<file path="config.mk">
export PLATFORM = sky130hd
export DESIGN_NAME = formula_token_lexer
export DESIGN_NICKNAME = d
export VERILOG_FILES = /design/src/hdl/ftl_pkg.sv /design/src/hdl/ftl_lex_core.sv /design/src/hdl/ftl_out_queue.sv /design/src/hdl/formula_token_lexer.sv
export SDC_FILE = /design/constraint.sdc
export NUM_CORES = 1
export LEC_CHECK = 0
export ABC_AREA = 1
export BUFFER_PORTS_ARGS = -buffer_cell sky130_fd_sc_hd__buf_2
export CAP_MARGIN = 15
export CORE_MARGIN = 5
export CORE_UTILIZATION = 45
export DETAILED_ROUTE_END_ITERATION = 7
export GPL_TIMING_DRIVEN = 0
export PLACE_DENSITY_LB_ADDON = 0.15
export SYNTH_ARGS = -nofsm -noshare
export SYNTH_HDL_FRONTEND = slang
export SYNTH_SLANG_ARGS = --single-unit
export TNS_END_PERCENT = 1
</file>
<file path="constraint.sdc">
create_clock -name aclk -period 3.3 [get_ports aclk]
set_input_delay 0.33 -clock aclk [delete_from_list [all_inputs] [get_ports aclk]]
set_output_delay 0.33 -clock aclk [all_outputs]
set_load 0.02 [all_outputs]
</file>
<file path="src/hdl/ftl_pkg.sv">
// ----------------------------------------------------------------------------
// ftl_pkg - shared types and constants of the formula token lexer
// Token kinds, lexer modes, character codes, the result record and the
// expected token-kind pattern of a well-formed range formula.
// ----------------------------------------------------------------------------
package ftl_pkg;

    // Default width of the byte position counter
    localparam int POSITION_BITS_DEF = 8;

    // Entries of the result queue
    localparam int QUEUE_DEPTH = 4;

    // Token kinds as carried on the result channel
    typedef enum logic [2:0] {
        KIND_CELL  = 3'd0,
        KIND_FUNC  = 3'd1,
        KIND_SYM   = 3'd2,
        KIND_RANGE = 3'd3,
        KIND_END   = 3'd4,
        KIND_ERR   = 3'd5
    } token_kind_t;

    // Lexer modes, one-hot
    typedef enum logic [3:0] {
        MODE_IDLE  = 4'b0001,
        MODE_IDENT = 4'b0010,
        MODE_DOTS  = 4'b0100,
        MODE_SKIP  = 4'b1000
    } lex_mode_t;

    // Character codes
    localparam logic [7:0] CH_NUL   = 8'h00;
    localparam logic [7:0] CH_LF    = 8'h0A;
    localparam logic [7:0] CH_SPACE = 8'h20;
    localparam logic [7:0] CH_LPAR  = 8'h28;
    localparam logic [7:0] CH_RPAR  = 8'h29;
    localparam logic [7:0] CH_STAR  = 8'h2A;
    localparam logic [7:0] CH_PLUS  = 8'h2B;
    localparam logic [7:0] CH_MINUS = 8'h2D;
    localparam logic [7:0] CH_DOT   = 8'h2E;
    localparam logic [7:0] CH_SLASH = 8'h2F;
    localparam logic [7:0] CH_UNDER = 8'h5F;

    // Dots in a range separator
    localparam logic [2:0] RANGE_DOTS = 3'd3;

    // Tokens that take part in the pattern check
    localparam logic [2:0] PATTERN_LEN = 3'd6;
    // Tokens needed before the final end for the formula to count as valid
    localparam logic [2:0] PATTERN_MIN = 3'd5;

    // One result item
    typedef struct packed {
        token_kind_t kind;
        logic [7:0]  chr;
        logic [7:0]  start;
        logic [7:0]  length;
        logic        valid;
        logic        last;
    } result_t;

    // Results produced by one input byte, handed to the queue
    typedef struct packed {
        logic [1:0] cnt;
        result_t    res0;
        result_t    res1;
    } push_t;

    // Expected kind of the token at each place of the pattern
    function automatic token_kind_t want_kind(input logic [2:0] idx);
        token_kind_t k;
        case (idx)
            3'd0:    k = KIND_FUNC;
            3'd1:    k = KIND_SYM;
            3'd2:    k = KIND_CELL;
            3'd3:    k = KIND_RANGE;
            3'd4:    k = KIND_CELL;
            3'd5:    k = KIND_END;
            default: k = KIND_ERR;
        endcase
        return k;
    endfunction

    // Advance the pattern check by one token: returns {index, ok}
    function automatic logic [3:0] note_token(input logic [2:0] idx, input logic ok,
                                              input token_kind_t k);
        logic [2:0] idx_n;
        logic       ok_n;
        idx_n = idx;
        ok_n  = ok;
        if (idx < PATTERN_LEN) begin
            if (want_kind(idx) != k) begin
                ok_n = 1'b0;
            end
            idx_n = idx + 3'd1;
        end
        return {idx_n, ok_n};
    endfunction

endpackage

</file>
<file path="src/hdl/ftl_lex_core.sv">
// ----------------------------------------------------------------------------
// ftl_lex_core - lexer state and per-byte token decision
// Holds the lexer mode and the identifier / dot-run trackers, and turns one
// registered byte combinationally into up to two result items.
// ----------------------------------------------------------------------------
module ftl_lex_core #(
    parameter int POSITION_BITS = ftl_pkg::POSITION_BITS_DEF
) (
    input  logic           aclk,
    input  logic           aresetn,
    input  logic           step,
    input  logic [7:0]     char_code,
    output ftl_pkg::push_t push
);
    import ftl_pkg::*;

    localparam int EXT_W = (POSITION_BITS > 8) ? POSITION_BITS : 8;
    localparam logic [POSITION_BITS-1:0] POS_MAX = '1;

    lex_mode_t              mode_reg,   mode_next;
    logic [7:0]             len_reg,    len_next;
    logic [7:0]             start_reg,  start_next;
    logic                   digit_reg,  digit_next;
    logic [2:0]             dots_reg,   dots_next;
    logic [POSITION_BITS-1:0] pos_reg,  pos_next;
    logic [2:0]             tidx_reg,   tidx_next;
    logic                   pok_reg,    pok_next;

    logic [EXT_W-1:0] pos_wide;
    logic [7:0]       cur_pos;
    logic             is_alpha, is_digit, is_sym;
    logic             a_emit, b_emit, do_idle, fin;
    result_t          a_res, b_res;

    // Classify the byte
    assign is_alpha = (char_code inside {[8'h41:8'h5A], [8'h61:8'h7A]});
    assign is_digit = (char_code inside {[8'h30:8'h39]});
    assign is_sym   = (char_code == CH_PLUS) || (char_code == CH_MINUS) ||
                      (char_code == CH_STAR) || (char_code == CH_SLASH) ||
                      (char_code == CH_LPAR);

    // Position of this byte, saturated to the token field
    assign pos_wide = EXT_W'(pos_reg);
    assign cur_pos  = (pos_wide > EXT_W'(255)) ? 8'hFF : pos_wide[7:0];

    // Next state and results for the byte
    always_comb begin
        mode_next  = mode_reg;
        len_next   = len_reg;
        start_next = start_reg;
        digit_next = digit_reg;
        dots_next  = dots_reg;
        pos_next   = (pos_reg != POS_MAX) ? pos_reg + POSITION_BITS'(1) : pos_reg;
        tidx_next  = tidx_reg;
        pok_next   = pok_reg;
        a_emit     = 1'b0;
        a_res      = '0;
        b_emit     = 1'b0;
        b_res      = '0;
        do_idle    = 1'b0;
        fin        = 1'b0;

        // First stage: finish or extend a pending identifier or dot run
        case (mode_reg)
            MODE_IDENT: begin
                if (is_alpha || is_digit || char_code == CH_UNDER) begin
                    if (len_reg != 8'hFF) begin
                        len_next = len_reg + 8'd1;
                    end
                    if (is_digit) begin
                        digit_next = 1'b1;
                    end
                end else begin
                    a_emit       = 1'b1;
                    a_res.kind   = digit_reg ? KIND_CELL : KIND_FUNC;
                    a_res.start  = start_reg;
                    a_res.length = len_reg;
                    {tidx_next, pok_next} = note_token(tidx_next, pok_next, a_res.kind);
                    do_idle = 1'b1;
                end
            end
            MODE_DOTS: begin
                if (char_code == CH_DOT) begin
                    if (dots_reg != 3'd7) begin
                        dots_next = dots_reg + 3'd1;
                    end
                end else if (dots_reg == RANGE_DOTS) begin
                    a_emit       = 1'b1;
                    a_res.kind   = KIND_RANGE;
                    a_res.start  = start_reg;
                    a_res.length = {5'd0, RANGE_DOTS};
                    {tidx_next, pok_next} = note_token(tidx_next, pok_next, KIND_RANGE);
                    do_idle = 1'b1;
                end else begin
                    a_emit       = 1'b1;
                    a_res.kind   = KIND_ERR;
                    a_res.start  = start_reg;
                    a_res.length = {5'd0, dots_reg};
                    pok_next     = 1'b0;
                    mode_next    = MODE_SKIP;
                    fin          = (char_code == CH_NUL);
                end
            end
            MODE_SKIP: begin
                fin = (char_code == CH_NUL);
            end
            default: begin
                do_idle = 1'b1;
            end
        endcase

        // Second stage: lex the byte from the idle mode
        if (do_idle) begin
            mode_next = MODE_IDLE;
            if (char_code == CH_NUL) begin
                fin = 1'b1;
            end else if (is_alpha) begin
                mode_next  = MODE_IDENT;
                start_next = cur_pos;
                len_next   = 8'd1;
                digit_next = 1'b0;
            end else if (is_sym || char_code == CH_RPAR) begin
                b_emit       = 1'b1;
                b_res.kind   = is_sym ? KIND_SYM : KIND_END;
                b_res.chr    = char_code;
                b_res.start  = cur_pos;
                b_res.length = 8'd1;
                {tidx_next, pok_next} = note_token(tidx_next, pok_next, b_res.kind);
            end else if (char_code == CH_DOT) begin
                mode_next  = MODE_DOTS;
                start_next = cur_pos;
                dots_next  = 3'd1;
            end else if (char_code == CH_SPACE || char_code == CH_LF) begin
                mode_next = MODE_IDLE;
            end else begin
                b_emit       = 1'b1;
                b_res.kind   = KIND_ERR;
                b_res.start  = cur_pos;
                b_res.length = 8'd1;
                pok_next     = 1'b0;
                mode_next    = MODE_SKIP;
            end
        end

        // Formula end: final end token, then clear the per-formula state
        if (fin) begin
            b_emit       = 1'b1;
            b_res        = '0;
            b_res.kind   = KIND_END;
            b_res.start  = cur_pos;
            b_res.valid  = pok_next && (tidx_next >= PATTERN_MIN);
            mode_next    = MODE_IDLE;
            len_next     = 8'd0;
            start_next   = 8'd0;
            digit_next   = 1'b0;
            dots_next    = 3'd0;
            pos_next     = '0;
            tidx_next    = 3'd0;
            pok_next     = 1'b1;
        end
    end

    // Order the results and mark the last one
    always_comb begin
        push = '0;
        if (a_emit) begin
            push.res0 = a_res;
            push.res1 = b_res;
            push.cnt  = b_emit ? 2'd2 : 2'd1;
        end else begin
            push.res0 = b_res;
            push.cnt  = b_emit ? 2'd1 : 2'd0;
        end
        push.res0.last = (push.cnt == 2'd1);
        push.res1.last = (push.cnt == 2'd2);
        if (!step) begin
            push.cnt = 2'd0;
        end
    end

    // Lexer state
    always_ff @(posedge aclk) begin
        if (!aresetn) begin
            mode_reg  <= MODE_IDLE;
            len_reg   <= 8'd0;
            start_reg <= 8'd0;
            digit_reg <= 1'b0;
            dots_reg  <= 3'd0;
            pos_reg   <= '0;
            tidx_reg  <= 3'd0;
            pok_reg   <= 1'b1;
        end else if (step) begin
            mode_reg  <= mode_next;
            len_reg   <= len_next;
            start_reg <= start_next;
            digit_reg <= digit_next;
            dots_reg  <= dots_next;
            pos_reg   <= pos_next;
            tidx_reg  <= tidx_next;
            pok_reg   <= pok_next;
        end
    end

endmodule

</file>
<file path="src/hdl/ftl_out_queue.sv">
// ----------------------------------------------------------------------------
// ftl_out_queue - result queue in front of the result channel
// Takes up to two results per cycle from the lexer and presents them one
// transfer at a time; reports whether the next byte's results will fit.
// ----------------------------------------------------------------------------
module ftl_out_queue (
    input  logic             aclk,
    input  logic             aresetn,
    input  ftl_pkg::push_t   push,
    output logic             room,
    output logic             m_tvalid,
    input  logic             m_tready,
    output ftl_pkg::result_t head
);
    import ftl_pkg::*;

    localparam int PTR_W = $clog2(QUEUE_DEPTH);
    localparam int CNT_W = $clog2(QUEUE_DEPTH + 1);

    result_t          q_reg [QUEUE_DEPTH];
    logic [PTR_W-1:0] head_reg, head_next;
    logic [PTR_W-1:0] tail_reg, tail_next;
    logic [CNT_W-1:0] count_reg, count_next;
    logic             pop;

    assign m_tvalid = (count_reg != '0);
    assign pop      = m_tvalid && m_tready;
    assign head     = q_reg[head_reg];

    // Two free entries after this cycle's pop
    assign room = (count_reg <= CNT_W'(QUEUE_DEPTH - 2)) ||
                  (pop && count_reg == CNT_W'(QUEUE_DEPTH - 1));

    // Pointer and fill count update
    always_comb begin
        head_next  = pop ? head_reg + PTR_W'(1) : head_reg;
        tail_next  = tail_reg + PTR_W'(push.cnt);
        count_next = count_reg + CNT_W'(push.cnt) - CNT_W'(pop);
    end

    always_ff @(posedge aclk) begin
        if (!aresetn) begin
            head_reg  <= '0;
            tail_reg  <= '0;
            count_reg <= '0;
        end else begin
            head_reg  <= head_next;
            tail_reg  <= tail_next;
            count_reg <= count_next;
        end
    end

    // Store the results of one byte
    always_ff @(posedge aclk) begin
        if (push.cnt != 2'd0) begin
            q_reg[tail_reg] <= push.res0;
        end
        if (push.cnt == 2'd2) begin
            q_reg[tail_reg + PTR_W'(1)] <= push.res1;
        end
    end

    // Fill count stays within the queue
    a_count_bound: assert property (@(posedge aclk) disable iff (!aresetn)
        count_reg <= CNT_W'(QUEUE_DEPTH))
        else $error("result queue count out of range");

    // A push never overruns the queue
    a_no_overrun: assert property (@(posedge aclk) disable iff (!aresetn)
        (push.cnt != 2'd0) |->
        ((count_reg - CNT_W'(pop) + CNT_W'(push.cnt)) <= CNT_W'(QUEUE_DEPTH)))
        else $error("result queue overrun");

    // The partner of a non-last result is already queued
    a_pair_queued: assert property (@(posedge aclk) disable iff (!aresetn)
        (m_tvalid && !head.last) |=> m_tvalid)
        else $error("second result of a byte missing");

endmodule

</file>
<file path="src/hdl/formula_token_lexer.sv">
// ----------------------------------------------------------------------------
// formula_token_lexer - streaming tokenizer for spreadsheet formulas
// Lexes formula bytes into cell, function, symbol, range, end and error
// tokens and checks the first six tokens against the range-formula pattern.
// ----------------------------------------------------------------------------
// Usage:
//   s_ channel: one formula byte per transfer in s_tdata[7:0]; byte 0 ends
//   the formula and yields a final end token carrying formula_valid.
//   m_ channel: one token per transfer; m_tuser holds the token kind and
//   m_tlast marks the last result caused by an input byte (a byte gives
//   zero, one or two results).
//   Path: a byte is registered in the input register on its transfer and
//   lexed once the queue has room; its results pass through the queue to m_.
//   Throughput: one byte per cycle while results are taken as they come; a
//   byte with two results needs two transfers on the result channel, and
//   the four-entry result queue absorbs it, so s_tready drops only when
//   the queue backs up.
//   Stall: with m_tready low the queue fills, lexing halts once fewer than
//   two entries are free, and s_tready falls after the input register holds
//   a byte. Nothing is dropped.
//   Reset: aresetn low clears the lexer to the idle mode at position zero,
//   empties the queue and the input register.
// ----------------------------------------------------------------------------
module formula_token_lexer #(
    parameter int POSITION_BITS = ftl_pkg::POSITION_BITS_DEF
) (
    input  logic        aclk,
    input  logic        aresetn,
    input  logic        s_tvalid,
    output logic        s_tready,
    input  logic [7:0]  s_tdata,   // [7:0] char_code
    output logic        m_tvalid,
    input  logic        m_tready,
    output logic [31:0] m_tdata,   // [7:0] token_char, [15:8] token_start,
                                   // [23:16] token_length, [24] formula_valid,
                                   // [31:25] zero
    output logic [2:0]  m_tuser,   // [2:0] token_kind
    output logic        m_tlast    // last_result
);
    import ftl_pkg::*;

    logic       in_valid_reg, in_valid_next;
    logic [7:0] in_char_reg;
    logic       room, step, s_xfer;
    push_t      push;
    result_t    head;

    // Input register: hold a byte until the queue has room for its results
    assign step     = in_valid_reg && room;
    assign s_tready = !in_valid_reg || step;
    assign s_xfer   = s_tvalid && s_tready;

    always_comb begin
        in_valid_next = in_valid_reg;
        if (s_xfer) begin
            in_valid_next = 1'b1;
        end else if (step) begin
            in_valid_next = 1'b0;
        end
    end

    always_ff @(posedge aclk) begin
        if (!aresetn) begin
            in_valid_reg <= 1'b0;
        end else begin
            in_valid_reg <= in_valid_next;
        end
    end

    always_ff @(posedge aclk) begin
        if (s_xfer) begin
            in_char_reg <= s_tdata;
        end
    end

    ftl_lex_core #(
        .POSITION_BITS(POSITION_BITS)
    ) u_core (
        .aclk      (aclk),
        .aresetn   (aresetn),
        .step      (step),
        .char_code (in_char_reg),
        .push      (push)
    );

    ftl_out_queue u_queue (
        .aclk     (aclk),
        .aresetn  (aresetn),
        .push     (push),
        .room     (room),
        .m_tvalid (m_tvalid),
        .m_tready (m_tready),
        .head     (head)
    );

    // Pack the head result onto the result channel
    assign m_tdata = {7'd0, head.valid, head.length, head.start, head.chr};
    assign m_tuser = head.kind;
    assign m_tlast = head.last;

endmodule

</file>
==> impl_metrics.tcl, run 1 <==
set metrics [dict create \
    start_util 0.4615 \
    cts-root-buf "clkbuf_16" \
    ir_worst_vdd_mv 0.3754 \
    arrival_ns 3.32 \
    yosysTopAreaCellShare 0.3317 \
    clock_skew_ns 0.01300 \
    antenna_found_initial 0 \
    io_buffers 42 \
    clockBufferDepth 2 \
    largest_reg_flops 116 \
    tightest_slew_ns 0.7470 \
    fp.dieArea_sq_um 22190 \
    crit_fanout 11 \
    reg2regPathDepth 18 \
    drive_gt1_frac 0.1832 \
    areaGrowthSynthToFinish_pct 18.18 \
    synth_cell_types 47 \
    placed_area_sq_um 9324 \
    finalInstanceArea_sq_um 10270 \
    fmax_mhz 313.2 \
    overflow 0 \
    wl_met2_um 11450 \
    ys_async_sr_fraction 0 \
    yosys.area.top_type "edfxtp_1" \
    dr.pass1.iters 6 \
    die_y_um 149.0 \
    slew_headroom 0.4968 \
    hold_viol_final 0 \
    grt_pass1_wl_um 38380 \
    grt_setup_unrepaired "true" \
    cp-end-kind "register" \
    wl_per_cell_um 17.31 \
    grt_max_degree 23 \
    synthesis.instances 1030 \
    highest_layer "met4" \
    diodes 0 \
    yosysWarnings 0 \
    drc 0 \
    synthFlopType "edfxtp_1" \
    hold_class "in -> reg" \
    synth.avg_cell_area_sq_um 8.438 \
    dp_hpwl_um 17070 \
    tritoncts "yes" \
    placeableCoreArea_sq_um 18830 \
    num_rows 50 \
    synth.area.top_cells "edfxtp_1, dfxtp_1, nand2_1" \
    finalSetupViolCount 0 \
    fin_util 0.5454 \
    synthTopCellsByCount "nand2_1, nor2_1, o21ai_0, edfxtp_1, nand3_1" \
    io_pins 50 \
    die_x_um 149.0 \
    leakage_nw 3.964 \
    grt_use_total 0.2218 \
    h-tree-depth 4 \
    min_period_ns 3.193 \
    cp.required_ns 3.43 \
    drtIter0Drc 805 \
    crit_type "reg -> reg" \
    vias 7607 \
    tns_ns 0 \
    antenna_left 0 \
    slew_viol_final 0 \
    clk_latency_ns 0.44 \
    clkTransAtPathRegs_ns 0.07 \
    power.density_nw_per_um2 568.2 \
    yosysMostFrequentCell "nand2_1" \
    synth_edf_count 96 \
    clock_sinks 170 \
    wl_met1_um 10730 \
    cts_buffers 17 \
    gp_congestion 0.8907 \
    drt-total-wl_um 24250 \
    dp_cells 1351 \
    worst_setup_path_start_kind "register" \
    ys_ff_latch 170 \
    wl_met3_um 1572 \
    seq_area_frac_synth 0.5022 \
    status "complete, no violations" \
    finalCritPeriodShare 0.9674 \
    hold_path_depth 1 \
    viasPerCell 5.430 \
    grt_pass1_vias 7083 \
    syn_area_sq_um 8691 \
    post_layout_nonfiller_instances 1401 \
    cap_viol_max_count 0 \
    final_nets 1157 \
]
## power by group
group,switching [W],internal [W],total (W)
registers,0.0000549,0.00233,0.00239
logic,0.000982,0.000425,0.00141
clock network,0.000924,0.00112,0.00204
total,0.00196,0.00388,0.00584
## final timing paths
kind	start	to	slack (ns)
worst max-delay path	in_char_reg[0]	u_queue.q_reg[3][11]	0.11
worst min-delay path	s_tdata[4]	in_char_reg[4]	0.07
worst max register to register	in_char_reg[0]	u_queue.q_reg[3][11]	0.11
worst min register to register	u_queue.q_reg[1][3]	u_queue.q_reg[1][3]	0.46
## stage by stage
step / hold slack [ns] / total power (W) / setup WS [ns]
after floorplan: 0.4289 / 0.003314 / -0.06570
after global placement: 0.4517 / 0.003763 / -1.116
after detailed placement: 0.4561 / 0.003783 / -1.132
after CTS: 0.05994 / 0.005833 / 0.02950
after global routing: 0.05488 / 0.006089 / -0.03214
final: 0.06984 / 0.005836 / 0.1075
## final cells by class
cell class,instances,area [sq um]
multi-input combinational,733,3938
fill,1753,8559
clock inverter,14,146.4
clock buffer,18,450.4
timing repair buffer,60,365.4
sequential,170,4367
tap,260,325.3
buffer,57,340.3
inverter,89,339.1
## critical path: stages, from the launching register on
cell and delay [ns]:
edfxtp_1 0.45, inv_2 0.10, nand2_1 0.08, nor2_2 0.13, nand2_4 0.11, nand3_4 0.11, nand2_1 0.07, inv_2 0.08
nand2_4 0.08, inv_4 0.08, nor2_4 0.04, nand2_2 0.08, nand2_4 0.10, buf_12 0.17, ha_4 0.25, nor2_4 0.15
nand2_1 0.29, buf_4 0.33, nand2_8 0.16
## per-layer routing
metal | track usage | up-vias
met3 | 0.03646 | 32
met5 | 0 | -
met1 | 0.2999 | 3558
met2 | 0.3648 | 269
li1 | - | 3748
met4 | 0.07185 | 0
## cell families after synthesis
kind of cell             synth area share
XOR/XNOR                         0.009070
adder cells (fa/ha/maj)           0.02534
AND/OR/NAND/NOR                    0.2301
buffers and inverters             0.07098
AO/OA/AOI/OAI                      0.1620
other                           0.0004315
flip-flops                         0.5022
## layout by cell type, fill, tap and decap left out, drive strengths merged
cell      synthesis  layout
buf              31      90
nand3            98      98
nand4            15      15
nor2            115     115
fa                1       1
o22ai            57      57
ha               16      16
a31oi             1       1
nor3b             2       2
dfxtp            74      74
nand2           194     195
clkinv            0       2
inv              89      99
o31ai             1       1
clkbuf           26      45
conb              1      19
xnor2             3       3
a32o              1       1
a211oi            4       4
o21bai            1       1
clkinvlp          0       1
or2               3       3
bufinv            0       1
a221oi            1       1
o211ai            3       3
edfxtp           96      96
a21oi            35      35
a32oi             2       2
xor2              6       6
nor3              6       6
o21ai           146     146
a22oi             1       1
o2111ai           1       1
## timing repair
action	4_1_cts	5_1_grt
setup buffers	10	7
hold buffers	0	0
resized for setup	44	17
cloned	1	0
setup endpoints to repair	191	158
endpoints found under the hold margin	0	0
pin swaps	3	5
No activity file was read; power rests on OpenSTA's default activity.
==> run 2, diff against run 1 <==
Settings changed: CTS_BUF_LIST set to sky130_fd_sc_hd__clkbuf_4.
==> impl_metrics.tcl, run 2 (synthesis results as in run 1) <==
set metrics [dict create \
    sw_frac_of_total 0.3649 \
    grt_use_total 0.2237 \
    crit_type "reg -> reg" \
    power.density_nw_per_um2 508.2 \
    clockPowerShare 0.256 \
    grt_pass1_wl_um 38580 \
    io_pins 50 \
    total_power_w 0.005127 \
    cp_slowest_cell "edfxtp_1" \
    viasPerCell 5.488 \
    grt_max_degree 23 \
    finalCritPeriodShare 0.9595 \
    slew_headroom 0.5280 \
    clockBufferDepth 2 \
    cap_viol_max_count 0 \
    placeableCoreArea_sq_um 18830 \
    multi_input_area_sq_um 3955 \
    clkTransAtPathRegs_ns 0.15 \
    grt_setup_unrepaired "true" \
    min_period_ns 3.166 \
    num_rows 50 \
    finalSetupViolCount 0 \
    dr.pass1.iters 5 \
    fp.dieArea_sq_um 22190 \
    register_area_sq_um 4367 \
    crit_top_cell "inv_2" \
    die_x_um 149.0 \
    cts-root-buf "clkbuf_4" \
    drive_gt1_frac 0.1817 \
    status "complete, no violations" \
    areaGrowthSynthToFinish_pct 16.10 \
    place_ws_ns -1.132 \
    drt-total-wl_um 24580 \
    h-tree-depth 4 \
    clock_skew_ns 0.02289 \
    io_buffers 42 \
    dp_hpwl_um 17070 \
    hold_class "in -> reg" \
    crit_chain "inv_2 -> nand2_1 -> nor2_2 -> nand2_4 -> nand3_4 -> nand2_1 -> inv_2 -> nand2_4 -> inv_2 -> nor2_4 -> nand2_2 -> nand2_4 -> buf_8 -> ha_4 -> inv_4 -> nor2_4 -> nor2_2 -> inv_2 -> nand2_2 -> inv_1 -> buf_4 -> nand2_1 -> o21ai_1" \
    clock_sinks 170 \
    cp.required_ns 3.65 \
    overflow 0 \
    fill_cells 1785 \
    vias 7743 \
    layout_setup_ws_ns 0.1336 \
    max_stage_delay_ns 0.48 \
    hold_viol_final 0 \
    p_seq_frac 0.466 \
    tightest_slew_ns 0.7005 \
    gp_congestion 0.8907 \
    antenna_left 0 \
    grt_pass1_vias 7156 \
    power_frac_comb 0.278 \
    start_util 0.4615 \
    worst_setup_path_start_kind "register" \
    cts_buffers 17 \
    crit_fanout 10 \
    cp-end-kind "register" \
    drc 0 \
    drtIter0Drc 719 \
    die_y_um 149.0 \
    clk_latency_ns 0.60 \
    wl_per_cell_um 17.42 \
    leakage_nw 3.890 \
    slew_viol_final 0 \
    largest_reg_flops 116 \
    final_common_cell "nand2_1" \
    arrival_ns 3.52 \
    layout_common_cells "nand2_1, o21ai_0, nor2_1, edfxtp_1, nand3_1" \
    antenna_found_initial 1 \
    fmax_mhz 315.8 \
    final_nets 1166 \
    switching_power_w 0.001871 \
    tritoncts "yes" \
    ir_worst_vdd_mv 0.2266 \
    intPower_w 0.003256 \
]
-- run 2: cell types whose count changed in the layout (fill, tap and decap cells not counted), moves of 2 or more --
cell           change
clkbuf_16         -18
clkbuf_4          +14
dlygate4sd3_1      +9
nand2_4            +2
-- run 2: timing repair --
action	in CTS	in global routing
hold buffers	9	0
gates resized for setup	44	27
cloned	1	2
endpoints found under the hold margin	9	0
buffers inserted	10	5
endpoints found under the setup margin	183	158
pin swaps	5	6
-- run 2: final cells by class --
type / count / share of cell area
diodes: 1 / 0.0002480
well taps: 260 / 0.03224
clock buffers: 17 / 0.01265
plain buffers: 57 / 0.03410
flip-flops and latches: 170 / 0.4328
inverters: 89 / 0.03361
multi-input cells: 735 / 0.3920
clock inverters: 15 / 0.01749
repair buffers: 67 / 0.04489
-- run 2: power groups by stage --
stage | clock [W] | sequential [W] | combinational, W
CTS | 0.00133 | 0.00239 | 0.00140
floorplan | 0 | 0.00242 | 0.000893
global placement | 0 | 0.00244 | 0.00132
global route | 0.00142 | 0.00240 | 0.00156
detailed placement | 0 | 0.00244 | 0.00134
finish | 0.00131 | 0.00239 | 0.00143
-- run 2: metrics by stage --
step	cell area [sq um]	util	instances	TNS (ns)	hold WS, ns
detailed placement	9324	0.4952	1351	-109.54	0.4561
global placement	9296	0.4937	1350	-114.84	0.4517
global route	10090	0.5358	1411	-0.5264	0.08921
finish	10090	0.5358	1411	0	0.08013
CTS	9968	0.5294	1403	0	0.05734
floorplan	8761	-	1048	-3.566	0.4289
-- run 2: final timing paths --
| check | slack (ns) | cells after the start | from | end |
|---|---|---|---|---|
| setup / recovery | 0.13 | 23 | in_char_reg[0] | u_queue.q_reg[2][12] |
| hold / removal | 0.08 | 3 | aresetn | u_core.dots_reg[2] |
| setup reg to reg | 0.13 | 23 | in_char_reg[0] | u_queue.q_reg[2][12] |
| hold reg to reg | 0.47 | 2 | u_queue.q_reg[1][3] | u_queue.q_reg[1][3] |
-- run 2: layer usage --
metal	track usage	wire, um	vias to the layer above
met5	0	0	-
met4	0.09016	524	0
met3	0.04072	1927	38
met2	0.3616	11560	300
met1	0.2977	10570	3627
li1	-	-	3778
-- run 2: critical path, delay by kind of cell, from the launching register on --
| kind | cells | cell delay, ns |
|---|---|---|
| AO/OA/AOI/OAI | 1 | 0.06 |
| AND/OR/NAND/NOR | 13 | 1.17 |
| flip-flops | 1 | 0.48 |
| buffers and inverters | 8 | 0.93 |
| adder cells (fa/ha/maj) | 1 | 0.26 |
==> run 3, diff against run 2 <==
Settings changed: CORE_ASPECT_RATIO set to 0.5.
==> impl_metrics.tcl, run 3 (synthesis results as in run 1) <==
set metrics [dict create \
    finalCritPeriodShare 0.9644 \
    areaGrowthSynthToFinish_pct 17.65 \
    min_period_ns 3.182 \
    die_x_um 206.5 \
    tns_ns 0 \
    grt_setup_unrepaired "true" \
    drtIter0Drc 884 \
    total_power_w 0.005293 \
    dr.pass1.iters 5 \
    clkTransAtPathRegs_ns 0.16 \
    fp.dieArea_sq_um 22360 \
    hold_class "in -> reg" \
    die_y_um 108.3 \
    fin_hold_ws_ns 0.06578 \
    grt_use_total 0.2333 \
    start_util 0.4648 \
    cap_viol_max_count 0 \
    tritoncts "yes" \
    grt_pass1_vias 7081 \
    final_nets 1171 \
    final_common_cell "nand2_1" \
    crit_type "reg -> reg" \
    num_rows 35 \
    cp.required_ns 3.63 \
    antenna_found_initial 0 \
    overflow 0 \
    diodes 0 \
    layout_common_cells "nand2_1, o21ai_0, nor2_1, edfxtp_1, nand3_1" \
    arrival_ns 3.51 \
    vias 7785 \
    grt_max_degree 23 \
    clockBufferDepth 2 \
    drive_gt1_frac 0.1879 \
    ir_worst_vdd_mv 0.3013 \
    clk_latency_ns 0.61 \
    leakage_nw 3.939 \
    antenna_left 0 \
    finalSetupViolCount 0 \
    hold_viol_final 0 \
    tightest_slew_ns 0.8958 \
    cts-root-buf "clkbuf_4" \
    cts_buffers 17 \
    io_buffers 42 \
    placeableCoreArea_sq_um 18700 \
    h-tree-depth 4 \
    place_ws_ns -1.319 \
    drc 0 \
    largest_reg_flops 116 \
    grt_pass1_wl_um 39710 \
    clock_skew_ns 0.02359 \
    worst_setup_path_start_kind "register" \
    fmax_mhz 314.2 \
    drt-total-wl_um 25930 \
    io_pins 50 \
    status "complete, no violations" \
    dp_hpwl_um 17570 \
    slew_headroom 0.3965 \
    clock_sinks 170 \
    fill_cells 1732 \
    crit_fanout 12 \
    viasPerCell 5.506 \
    wl_per_cell_um 18.34 \
    power.density_nw_per_um2 517.6 \
    layout_setup_ws_ns 0.1175 \
    cp-end-kind "register" \
    slew_viol_final 0 \
    gp_congestion 0.9071 \
]
run 3: cell types whose count changed in the layout (fill, tap and decap cells not counted), sizes merged:
cell / delta
buf: +1
bufinv: +1
clkbuf: +1
clkinv: +2
diode: -1
inv: -3
nand2: +3
run 3: layout make-up:
cell class | instances | area, sq um | share of cell area
Clock inverter | 15 | 229.0 | 0.02239
Clock buffer | 17 | 127.6 | 0.01248
Sequential cell | 170 | 4365 | 0.4269
Tap cell | 259 | 324.1 | 0.03169
Timing Repair Buffer | 69 | 451.7 | 0.04418
Multi-Input combinational cell | 738 | 4038 | 0.3949
Inverter | 89 | 339.1 | 0.03316
Buffer | 57 | 350.3 | 0.03426
run 3: worst max-delay path, cell delays in order (launching register included):
cell and delay (ns):
edfxtp_1 0.53, nand2_2 0.16, nand2_2 0.08, nand2_1 0.11, nand3_4 0.13, nand3_4 0.13
nand2_4 0.10, inv_4 0.08, nor2_4 0.04, nand2_2 0.07, nand2_4 0.10, buf_8 0.17
ha_4 0.28, inv_2 0.05, nor2_4 0.16, nor2_2 0.08, inv_1 0.13, nand2_2 0.13
buf_6 0.21, nand2_8 0.14
run 3: where the power goes:
group	internal [W]	total, W	switching, W
sequential	0.00233	0.00239	0.0000620
clock	0.000572	0.00146	0.000893
combinational	0.000423	0.00143	0.00101
total	0.00333	0.00529	0.00197
run 3: path summary, 6_finish.rpt:
kind / startpoint / end / slack (ns) / cells after the start
setup / recovery: in_char_reg[2] / u_queue.q_reg[0][16] / 0.12 / 19
hold / removal: aresetn / u_core.dots_reg[2] / 0.07 / 3
setup reg to reg: in_char_reg[2] / u_queue.q_reg[0][16] / 0.12 / 19
hold reg to reg: u_queue.q_reg[0][3] / u_queue.q_reg[0][3] / 0.48 / 2
run 3: through the flow:
stage / cells / util / area [sq um]
2_1_floorplan: 1048 / - / 8761
3_3_place_gp: 1349 / 0.4971 / 9295
3_5_place_dp: 1349 / 0.4971 / 9295
4_1_cts: 1405 / 0.5378 / 10060
5_1_grt: 1414 / 0.5468 / 10220
6_report: 1414 / 0.5468 / 10220
run 3: metal layers:
metal | track usage | share of wire | vias to the layer above
met5 | 0 | 0 | -
met4 | 0.05266 | 0.017 | 0
met3 | 0.05184 | 0.092 | 43
met2 | 0.3600 | 0.43 | 309
met1 | 0.3368 | 0.46 | 3645
li1 | - | - | 3788
run 3: what timing repair did:
action	in CTS	in global routing
pin swaps	7	7
gates cloned	4	2
buffers inserted	11	7
hold buffers	9	0
hold endpoints to repair	9	0
setup endpoints to repair	195	191
resized for setup	49	30
